## config.mk

```make
export PLATFORM = sky130hd
export DESIGN_NAME = per_source_frame_accumulator_core
export DESIGN_NICKNAME = d
export VERILOG_FILES = /design/src/hw/rtl/psfa_pkg.sv /design/src/hw/rtl/per_source_frame_accumulator_core.sv /design/src/hw/rtl/psfa_ram.sv /design/src/hw/rtl/psfa_cfg_match.sv
export SDC_FILE = /design/constraint.sdc
export NUM_CORES = 2
export LEC_CHECK = 0
export ABC_AREA = 1
export CORE_MARGIN = 3
export CORE_UTILIZATION = 30
export CTS_CLUSTER_DIAMETER = 150
export CTS_CLUSTER_SIZE = 25
export DETAILED_ROUTE_END_ITERATION = 16
export DONT_BUFFER_PORTS = 1
export PLACE_DENSITY = 0.49
export REMOVE_ABC_BUFFERS = 1
export SLEW_MARGIN = 20
export SYNTH_ARGS = -nofsm -noshare
export SYNTH_HDL_FRONTEND = slang
export SYNTH_HIERARCHICAL = 1
export SYNTH_SLANG_ARGS = --single-unit
```

## constraint.sdc

```tcl
create_clock -name clk -period 126 [get_ports clk]
set_input_delay 18.9 -clock clk [delete_from_list [all_inputs] [get_ports clk]]
set_output_delay 18.9 -clock clk [all_outputs]
set_load 0.01 [all_outputs]
```

## src/hw/rtl/psfa_pkg.sv

```systemverilog
package psfa_pkg;

  localparam int ID_REGS    = 4;
  localparam int NUM_FIELDS = 8;
  localparam int ID_W       = 32;
  localparam int FIELD_W    = 32;
  localparam int SUM_W      = 37;
  localparam int LEN_W      = 7;
  localparam int FLEN_W     = 6;
  localparam int SLOT_W     = 2;
  localparam int CFG_IDX_W  = 3;

  localparam logic [FLEN_W-1:0] FRAME_LENGTH_RST = FLEN_W'(30);

  localparam logic [CFG_IDX_W-1:0] CFG_SOURCE_ID_0  = 3'd0;
  localparam logic [CFG_IDX_W-1:0] CFG_SOURCE_ID_1  = 3'd1;
  localparam logic [CFG_IDX_W-1:0] CFG_SOURCE_ID_2  = 3'd2;
  localparam logic [CFG_IDX_W-1:0] CFG_SOURCE_ID_3  = 3'd3;
  localparam logic [CFG_IDX_W-1:0] CFG_FRAME_LENGTH = 3'd4;

  typedef logic signed [FIELD_W-1:0] field_t;
  typedef logic signed [SUM_W-1:0]   sum_t;

  typedef struct packed {
    logic              hit;
    logic [SLOT_W-1:0] slot;
  } match_t;

endpackage

```

## src/hw/rtl/per_source_frame_accumulator_core.sv

```systemverilog
// a beat that closes a frame is registered in the update stage, and its totals then in the output register
// throughput: one beat per cycle; a closing beat waits only while a stalled result holds
//   the output register, and the input waits with it
// per-source counts and sums live in one state ram, read at acceptance and written back
//   when the update stage advances, with forwarding when back-to-back beats hit the same source
// reset: synchronous, active low; ids to zero, frame length to 30, entry valid flops cleared
module per_source_frame_accumulator_core #(
  parameter int SOURCES   = 4,
  parameter int MAX_FRAME = 32
) (
  input  logic                                 clk,
  input  logic                                 rst_n,
  input  logic                                 cfg_valid,
  output logic                                 cfg_ready,
  input  logic [psfa_pkg::CFG_IDX_W-1:0]       cfg_index,
  input  logic [psfa_pkg::ID_W-1:0]            cfg_data,
  input  logic                                 in_valid,
  output logic                                 in_ready,
  input  logic [psfa_pkg::ID_W-1:0]            in_sender,
  input  psfa_pkg::field_t                     in_field_a,
  input  psfa_pkg::field_t                     in_field_b,
  input  psfa_pkg::field_t                     in_field_c,
  input  psfa_pkg::field_t                     in_field_d,
  input  psfa_pkg::field_t                     in_field_sum,
  input  psfa_pkg::field_t                     in_field_q,
  input  psfa_pkg::field_t                     in_field_x,
  input  psfa_pkg::field_t                     in_field_y,
  output logic                                 out_valid,
  input  logic                                 out_ready,
  output logic [psfa_pkg::SLOT_W-1:0]          out_source_index,
  output psfa_pkg::sum_t                       out_total_a,
  output psfa_pkg::sum_t                       out_total_b,
  output psfa_pkg::sum_t                       out_total_c,
  output psfa_pkg::sum_t                       out_total_d,
  output psfa_pkg::sum_t                       out_total_sum,
  output psfa_pkg::sum_t                       out_total_q,
  output psfa_pkg::sum_t                       out_total_x,
  output psfa_pkg::sum_t                       out_total_y
);

  localparam int SLOTS  = (SOURCES < psfa_pkg::ID_REGS) ? SOURCES : psfa_pkg::ID_REGS;
  localparam int AW     = (SLOTS > 1) ? $clog2(SLOTS) : 1;
  localparam int CW     = $clog2(MAX_FRAME + 1);
  localparam int NF     = psfa_pkg::NUM_FIELDS;
  localparam int SUMS_W = NF * psfa_pkg::SUM_W;
  localparam int RAM_W  = SUMS_W + CW;

  psfa_pkg::match_t             match;
  logic [psfa_pkg::LEN_W-1:0]   eff_len;

  logic                         in_fire;
  logic                         load;
  logic                         fwd_hit;
  logic                         emit;
  logic                         s1_go;
  logic                         wr_en;
  logic [AW-1:0]                rd_addr;
  logic [RAM_W-1:0]             ram_q;
  logic [RAM_W-1:0]             cur;
  logic [RAM_W-1:0]             wr_data;
  logic [CW-1:0]                cur_cnt;
  logic [CW-1:0]                cnt_inc;
  logic [SUMS_W-1:0]            sums_flat;
  psfa_pkg::sum_t               cur_sum [NF];
  psfa_pkg::sum_t               sum_new [NF];
  psfa_pkg::field_t             in_fields [NF];

  logic                         s1_valid_r;
  logic                         s1_valid_nxt;
  logic [AW-1:0]                s1_addr_r;
  logic                         s1_fwd_r;
  logic                         s1_vld_r;
  psfa_pkg::field_t             s1_fields_r [NF];
  logic [SLOTS-1:0]             vld_r;
  logic [RAM_W-1:0]             fwd_data_r;

  logic                         out_valid_r;
  logic [psfa_pkg::SLOT_W-1:0]  out_index_r;
  psfa_pkg::sum_t               out_sum_r [NF];

  psfa_cfg_match #(
    .SLOTS     (SLOTS),
    .MAX_FRAME (MAX_FRAME)
  ) u_cfg_match (
    .clk       (clk),
    .rst_n     (rst_n),
    .cfg_valid (cfg_valid),
    .cfg_index (cfg_index),
    .cfg_data  (cfg_data),
    .sender    (in_sender),
    .match     (match),
    .eff_len   (eff_len)
  );

  psfa_ram #(
    .WIDTH (RAM_W),
    .DEPTH (SLOTS)
  ) u_state_ram (
    .clk     (clk),
    .wr_en   (wr_en),
    .wr_addr (s1_addr_r),
    .wr_data (wr_data),
    .rd_en   (load),
    .rd_addr (rd_addr),
    .rd_data (ram_q)
  );

  assign cfg_ready = 1'b1;

  assign in_fields[0] = in_field_a;
  assign in_fields[1] = in_field_b;
  assign in_fields[2] = in_field_c;
  assign in_fields[3] = in_field_d;
  assign in_fields[4] = in_field_sum;
  assign in_fields[5] = in_field_q;
  assign in_fields[6] = in_field_x;
  assign in_fields[7] = in_field_y;

  // read stage
  assign in_ready = !s1_valid_r || s1_go;
  assign in_fire  = in_valid && in_ready;
  assign load     = in_fire && match.hit;
  assign rd_addr  = AW'(match.slot);
  assign fwd_hit  = wr_en && (s1_addr_r == rd_addr);

  // update stage
  assign cur     = s1_fwd_r ? fwd_data_r : (s1_vld_r ? ram_q : '0);
  assign cur_cnt = cur[RAM_W-1 -: CW];
  assign cnt_inc = cur_cnt + CW'(1);
  assign emit    = psfa_pkg::LEN_W'(cnt_inc) >= eff_len;

  always_comb begin
    for (int f = 0; f < NF; f++) begin
      cur_sum[f] = psfa_pkg::sum_t'(cur[f*psfa_pkg::SUM_W +: psfa_pkg::SUM_W]);
      sum_new[f] = cur_sum[f] + psfa_pkg::SUM_W'(s1_fields_r[f]);
      sums_flat[f*psfa_pkg::SUM_W +: psfa_pkg::SUM_W] = sum_new[f];
    end
  end

  assign s1_go   = s1_valid_r && (!emit || !out_valid_r || out_ready);
  assign wr_en   = s1_go;
  assign wr_data = emit ? '0 : {cnt_inc, sums_flat};

  always_comb begin
    s1_valid_nxt = s1_valid_r;
    if (load) begin
      s1_valid_nxt = 1'b1;
    end else if (s1_go) begin
      s1_valid_nxt = 1'b0;
    end
  end

  always_ff @(posedge clk) begin
    if (!rst_n) begin
      s1_valid_r  <= 1'b0;
      vld_r       <= '0;
      out_valid_r <= 1'b0;
    end else begin
      s1_valid_r <= s1_valid_nxt;
      if (wr_en) begin
        vld_r[s1_addr_r] <= 1'b1;
      end
      if (s1_go && emit) begin
        out_valid_r <= 1'b1;
      end else if (out_ready) begin
        out_valid_r <= 1'b0;
      end
    end
  end

  always_ff @(posedge clk) begin
    if (load) begin
      s1_addr_r <= rd_addr;
      s1_fwd_r  <= fwd_hit;
      s1_vld_r  <= vld_r[rd_addr];
      for (int f = 0; f < NF; f++) begin
        s1_fields_r[f] <= in_fields[f];
      end
    end
    if (wr_en) begin
      fwd_data_r <= wr_data;
    end
    if (s1_go && emit) begin
      out_index_r <= psfa_pkg::SLOT_W'(s1_addr_r);
      for (int f = 0; f < NF; f++) begin
        out_sum_r[f] <= sum_new[f];
      end
    end
  end

  assign out_valid        = out_valid_r;
  assign out_source_index = out_index_r;
  assign out_total_a      = out_sum_r[0];
  assign out_total_b      = out_sum_r[1];
  assign out_total_c      = out_sum_r[2];
  assign out_total_d      = out_sum_r[3];
  assign out_total_sum    = out_sum_r[4];
  assign out_total_q      = out_sum_r[5];
  assign out_total_x      = out_sum_r[6];
  assign out_total_y      = out_sum_r[7];

  a_fwd_capture: assert property (@(posedge clk) disable iff (!rst_n)
    load && fwd_hit |=> s1_fwd_r)
    else $error("forward flag missed on same-source beat");

  a_stall_blocks_input: assert property (@(posedge clk) disable iff (!rst_n)
    s1_valid_r && !s1_go |-> !in_ready)
    else $error("input taken while update stage stalled");

  a_result_source: assert property (@(posedge clk) disable iff (!rst_n)
    $rose(out_valid_r) |-> $past(s1_go && emit))
    else $error("result raised without a closing beat");

  a_index_range: assert property (@(posedge clk) disable iff (!rst_n)
    out_valid_r |-> (int'(out_index_r) < SLOTS))
    else $error("result index beyond configured slots");

  a_count_bound: assert property (@(posedge clk) disable iff (!rst_n)
    s1_valid_r |-> (int'(cur_cnt) < MAX_FRAME))
    else $error("stored frame count reached frame limit");

endmodule

```

## src/hw/rtl/psfa_ram.sv

```systemverilog
module psfa_ram #(
  parameter int WIDTH = 8,
  parameter int DEPTH = 4
) (
  input  logic                                     clk,
  input  logic                                     wr_en,
  input  logic [((DEPTH > 1) ? $clog2(DEPTH) : 1)-1:0] wr_addr,
  input  logic [WIDTH-1:0]                         wr_data,
  input  logic                                     rd_en,
  input  logic [((DEPTH > 1) ? $clog2(DEPTH) : 1)-1:0] rd_addr,
  output logic [WIDTH-1:0]                         rd_data
);

  logic [WIDTH-1:0] mem [DEPTH];

  always_ff @(posedge clk) begin
    if (wr_en) begin
      mem[wr_addr] <= wr_data;
    end
    if (rd_en) begin
      rd_data <= mem[rd_addr];
    end
  end

endmodule

```

## src/hw/rtl/psfa_cfg_match.sv

```systemverilog
module psfa_cfg_match #(
  parameter int SLOTS     = 4,
  parameter int MAX_FRAME = 32
) (
  input  logic                                clk,
  input  logic                                rst_n,
  input  logic                                cfg_valid,
  input  logic [psfa_pkg::CFG_IDX_W-1:0]      cfg_index,
  input  logic [psfa_pkg::ID_W-1:0]           cfg_data,
  input  logic [psfa_pkg::ID_W-1:0]           sender,
  output psfa_pkg::match_t                    match,
  output logic [psfa_pkg::LEN_W-1:0]          eff_len
);

  localparam logic [psfa_pkg::LEN_W-1:0] MAX_LEN = psfa_pkg::LEN_W'(MAX_FRAME);

  logic [psfa_pkg::ID_W-1:0]   id_r [psfa_pkg::ID_REGS];
  logic [psfa_pkg::FLEN_W-1:0] flen_r;
  logic [psfa_pkg::LEN_W-1:0]  flen_ext;

  always_ff @(posedge clk) begin
    if (!rst_n) begin
      for (int i = 0; i < psfa_pkg::ID_REGS; i++) begin
        id_r[i] <= '0;
      end
      flen_r <= psfa_pkg::FRAME_LENGTH_RST;
    end else if (cfg_valid) begin
      case (cfg_index)
        psfa_pkg::CFG_SOURCE_ID_0, psfa_pkg::CFG_SOURCE_ID_1,
        psfa_pkg::CFG_SOURCE_ID_2, psfa_pkg::CFG_SOURCE_ID_3: begin
          id_r[cfg_index[psfa_pkg::SLOT_W-1:0]] <= cfg_data;
        end
        psfa_pkg::CFG_FRAME_LENGTH: begin
          flen_r <= cfg_data[psfa_pkg::FLEN_W-1:0];
        end
        default: ;
      endcase
    end
  end

  // lowest slot wins on duplicate ids
  always_comb begin
    match = '0;
    for (int i = SLOTS - 1; i >= 0; i--) begin
      if (id_r[i] == sender) begin
        match.hit  = 1'b1;
        match.slot = psfa_pkg::SLOT_W'(i);
      end
    end
  end

  assign flen_ext = psfa_pkg::LEN_W'(flen_r);

  always_comb begin
    if (flen_ext == '0) begin
      eff_len = psfa_pkg::LEN_W'(1);
    end else if (flen_ext > MAX_LEN) begin
      eff_len = MAX_LEN;
    end else begin
      eff_len = flen_ext;
    end
  end

endmodule
```

* Word-level counts from Yosys, hierarchy flattened *
Memory sizes are Yosys's and may differ from the RTL's. A register that Yosys moved wholly into a read port is not among the register bits.
Cells that the tools add are included.

word-level totals
  register bits after elaboration = 320
  RAM bits = 1888
  bits of input ports = 328
  output and inout port bits = 301
  word-level logic and storage cells = 87
  memories kept = 4

memories
  name              depth  bits a word  read ports  clocked after memory_dff  write ports  line                                     text
  u_state_ram.mem   4      302          1           1                         1            psfa_ram.sv:14                           logic [WIDTH-1:0] mem [DEPTH];
  out_sum_r         8      37           8           0                         8            per_source_frame_accumulator_core.sv:79  psfa_pkg::sum_t out_sum_r [NF];
  s1_fields_r       8      32           8           0                         8            per_source_frame_accumulator_core.sv:73  psfa_pkg::field_t s1_fields_r [NF];
  u_cfg_match.id_r  4      32           4           0                         4            psfa_cfg_match.sv:17                     logic [psfa_pkg::ID_W-1:0] id_r [psfa_pkg::ID_REGS];

operators by class
  add/sub/neg operators = 9
  order comparisons = 5
  eq/ne operators = 9
  multiplexer cells = 31
  bitwise operators = 1
  reduce and logical (&&, ||, !) cells = 19

operator list
  cell                   number
  $mux W302              3
  $add A37 B32 Y37       8
  $eq A32 B32 Y1         4
  $mux W32               1
  $reduce_or A32 Y1      1
  $mux W1                18
  $mux W3                4
  $ge A6 B7 Y1           1
  $logic_not A7 Y1       1
  $mux W7                1
  $add A6 B1 Y6 const B  1
  $eq A3 B2 Y1 const B   2
  $gt A6 B6 Y1 const B   1
  $logic_and A1 B1 Y1    6
  $lt A2 B3 Y1 const B   2
  $mux W6                1
  $or A4 B4 Y4           1
  $reduce_bool A2 Y1     2
  $reduce_or A4 Y1       1
  $eq A3 B1 Y1 const B   1
  $eq A3 B3 Y1 const B   1
  $logic_not A1 Y1       3
  $logic_not A3 Y1       1
  $logic_or A1 B1 Y1     3
  other kinds (6)        6

* Depth between registers and ports, before layout *
  depth after elaboration = 13
  mapped depth = 21
  gate-level depth less buffers = 19

* Cells and area by module *
Netlist, hierarchy kept.

modules (own cells, without submodules)
  module                             instances  cells each  area each (µm²)  seq. area each (µm²)
  psfa_ram                           1          5041        59644.7          45343.5
  per_source_frame_accumulator_core  1          6165        52893.2          25944.9
  psfa_cfg_match                     1          822         7069.3           3963.8

* Worst setup path after synthesis *
No wires, ideal clock.

  path type = input-to-reg
  from = in out_ready
  to = mem u_state_ram/mem[1][0] (netlist bit), enable pin
  setup time = 1.338 ns
  data arrival time = 53.658 ns
  required time = 124.662 ns
  slack = 71.004 ns
  stages on the path = 6
  path buffers = 0
  cell sequence = nor2_1 > nand2_1 > inv_1 > nor2_1 > inv_1 > nor3_1

between the ends
  word-level cells in the longest chain between the ends = 4

ends and longest elaborated chain
  what                           line                                      text
  from (decl)                    per_source_frame_accumulator_core.sv:29   input logic out_ready,
  $logic_or A1 B1 Y1             per_source_frame_accumulator_core.sv:140  assign s1_go = s1_valid_r && (!emit || !out_valid_r || out_ready);
  $logic_and A1 B1 Y1            per_source_frame_accumulator_core.sv:140
  via s1_go                      per_source_frame_accumulator_core.sv:55   logic s1_go;
  $mux W1                        psfa_ram.sv:17                            if (wr_en) begin
  $mux W1 (implied by the code)  psfa_ram.sv:18                            mem[wr_addr] <= wr_data;
  to (decl)                      psfa_ram.sv:14

The timed path passes the listed nets, and every way through them passes these cells.

* Worst setup path after layout *
  from = in out_ready
  to = out in_ready

between the ends
  word-level cells in the longest chain between the ends = 3

ends and longest elaborated chain
  what                 line                                      text
  $logic_or A1 B1 Y1   per_source_frame_accumulator_core.sv:140
  $logic_and A1 B1 Y1  per_source_frame_accumulator_core.sv:140
  $logic_or A1 B1 Y1   per_source_frame_accumulator_core.sv:120  assign in_ready = !s1_valid_r || s1_go;
  to (decl)            per_source_frame_accumulator_core.sv:18   output logic in_ready,

No other way between the ends.

==> results_dict.tcl <==
set metrics [dict create \
    outcome "complete, no violations" \
    grt_pass1_vias 74400 \
    dpl.hpwl_um 226000 \
    finalPower_mw 1.37 \
    area_growth_pct 7.58 \
    numCtsBuffers 116 \
    ctsResizeCount 0 \
    worst_setup_path_end_kind "output pin" \
    p_per_area_nw_per_um2 10.7 \
    p_leak_nw 54.6 \
    finalSetupViolations 0 \
    wl_met1_um 155000 \
    dr_wl_met3_um 15900 \
    initial_core_util 0.302 \
    internal_power_mw 1.09 \
    synth_compound_area_frac 0.0425 \
    drt-vias-per-instance 4.49 \
    clk_latency_ns 0.92 \
    synth_seq_cells 2510 \
    drt_iter0_markers 5612 \
    clkTransAtPathRegs_ns 0.10 \
    synth-edff-count 2498 \
    htreeDepth 3 \
    criticalPathCategory "in -> out" \
    layout_commonest_cell "nand2_1" \
    post_cts_buffers 0 \
    fp-row-count 231 \
    antenna_found_initial 63 \
    nets 12500 \
    clock.fmax_ghz 0.0260 \
    p_sw_mw 0.280 \
    ant_nets 0 \
    hold_viol 0 \
    synth-xor-area-share 0.0183 \
    finish.utilization 0.324 \
    wl_met2_um 164000 \
    top_layer "met5" \
    ys_async_sr_fraction 0 \
    critPathLaunchType "primary input" \
    die-area_um2 406000 \
    gr-total-overflow 0 \
    gp_congestion 0.896 \
    fin_crit_ns 38.50 \
    grt_pass1_wl_um 499000 \
    p_sw_frac 0.204 \
    holdBufCountCts 0 \
    maxSlewHeadroom 0.292 \
    irDropWorstVdd_v 0.0000114 \
    yosys_warnings 6 \
    finClkSkew_ns 0.0731 \
    synthDistinctLibCells 42 \
    layout_common_cells "3466 x nand2_1, 2498 x edfxtp_1, 2407 x inv_1" \
    rsz0062_at_grt "false" \
    cap_violations 0 \
    comb_power_share 0.013 \
    netlist_instances 12000 \
    syn_avg_cell_area_um2 9.94 \
    slew_violations 0 \
    coreArea_um2 397000 \
    remaining_drc_errors 0 \
    synthAdderAreaFrac 0.0322 \
    numClockSinks 2510 \
    dr.pass1.iters 6 \
    die_w_um 637 \
    seq_power_share 0.667 \
    yosysSeqAreaShare 0.629 \
    hold_class "reg -> reg" \
    ios 629 \
    fin_ws_ns 87.50 \
    wl_um 341000 \
    min_period_over_period 0.306 \
    tritoncts "yes" \
    place.port_buffers 0 \
    clock_power_share 0.320 \
    path_max_fanout 5 \
    layout-drive-gt1-share 0.0358 \
    via_count 77200 \
    fin_setup_tns_ns 0 \
    grt_max_degree 166 \
    worstPathRequired_ns 107.10 \
    synth_top_family_by_area "simple AND/OR/NAND/NOR gates" \
    preCtsSetupSlack_ns 87.50 \
    grt_util_all_layers 0.163 \
    synthMuxAreaShare 0 \
    die_h_um 637 \
    critical_path_arrival_ns 19.60 \
    worstMarginPinSlew_ns 1.06 \
    synth_ff_type "edfxtp_1" \
    yosys.area_share.simple 0.188 \
    syn-cell-area_um2 120000 \
    drt-wirelength-per-cell_um 19.8 \
    clock_path_buffers 4 \
    clock_tree.root_cell "clkbuf_16" \
]
[per-layer routing]
metal  vias up  GRT usage
li1      38200          -
met1     37100      0.221
met2      1563      0.280
met3       310     0.0206
met4        10     0.0311
met5         -          0
[final timing paths]
| kind | startpoint | endpoint | slack, ns | cells after the start |
|---|---|---|---|---|
| setup / recovery | out_ready | in_ready | 87.50 | 4 |
| hold / removal | vld_r[2] | vld_r[2] | 0.46 | 2 |
| setup reg to reg | s1_fwd_r | u_state_ram/mem[3][115] | 117.84 | 24 |
| hold reg to reg | vld_r[2] | vld_r[2] | 0.46 | 2 |
[sequential cells by signal, summed over array words and instances (netlist names)]
signal               count
u_state_ram/mem       1208
fwd_data_r             302
u_state_ram/rd_data    302
out_sum_r              296
s1_fields_r            256
u_cfg_match/id_r       128
u_cfg_match/flen_r       6
vld_r                    4
out_source_index         2
s1_addr_r                2
out_valid                1
s1_fwd_r                 1
s1_valid_r               1
s1_vld_r                 1
[power by group through the flow]
stage	combinational [mW]	clock, mW	sequential, mW
after floorplan	0.0123	0	0.933
after global placement	0.0179	0	0.933
after detailed placement	0.0180	0	0.933
after CTS	0.0180	0.460	0.914
after global routing	0.0200	0.486	0.914
final	0.0180	0.439	0.914
[metrics by stage]
stage,instance area [um^2],std cells,hold slack (ns)
floorplan,118000,11700,0.430
global placement,125000,17000,0.450
detailed placement,125000,17000,0.448
CTS,129000,17200,0.464
global route,129000,17200,0.503
finish,129000,17200,0.463
[worst max-delay path, cell delays in order]
cell     delay [ns]
nor2_1         0.13
nand2_1        0.17
inv_1          0.23
nand2_1        0.17
[kinds of logic (layout without fill, tap and decap cells)]
group           Yosys count  count (layout)
simple gates           5466            5466
other cells               2              23
compound gates          765             765
xor+xnor                222             222
fa+ha+maj               303             303
buf+inv                2760            2676
flops                  2510            2510
[synth_stat cells (all sizes together), types with 14 or more instances]
cell type | count | area share
nand2 | 3542 | 0.11
edfxtp | 2498 | 0.63
inv | 2430 | 0.076
nor2 | 875 | 0.028
nand3 | 807 | 0.035
ha | 295 | 0.031
a22o | 290 | 0.021
a21oi | 284 | 0.012
buf | 254 | 0.012
xnor2 | 159 | 0.012
o21ai | 134 | 0.0057
nor3 | 110 | 0.0046
clkbuf | 76 | 0.0025
xor2 | 63 | 0.0067
nand3b | 40 | 0.0025
nor2b | 40 | 0.0021
o21bai | 40 | 0.0025
nand4 | 18 | 0.00094
or2 | 16 | 0.00084
and2 | 14 | 0.00073
[layout make-up]
class,count,area (um^2)
diodes,21,52.6
clock buffers,138,2990
clock inverters,12,185
fillers,40400,268000
inverters,2430,9150
multi-input cells,6758,33600
flip-flops and latches,2510,75300
well taps,5242,6560
repair buffers,96,858
(Power assumes the default switching activity.)
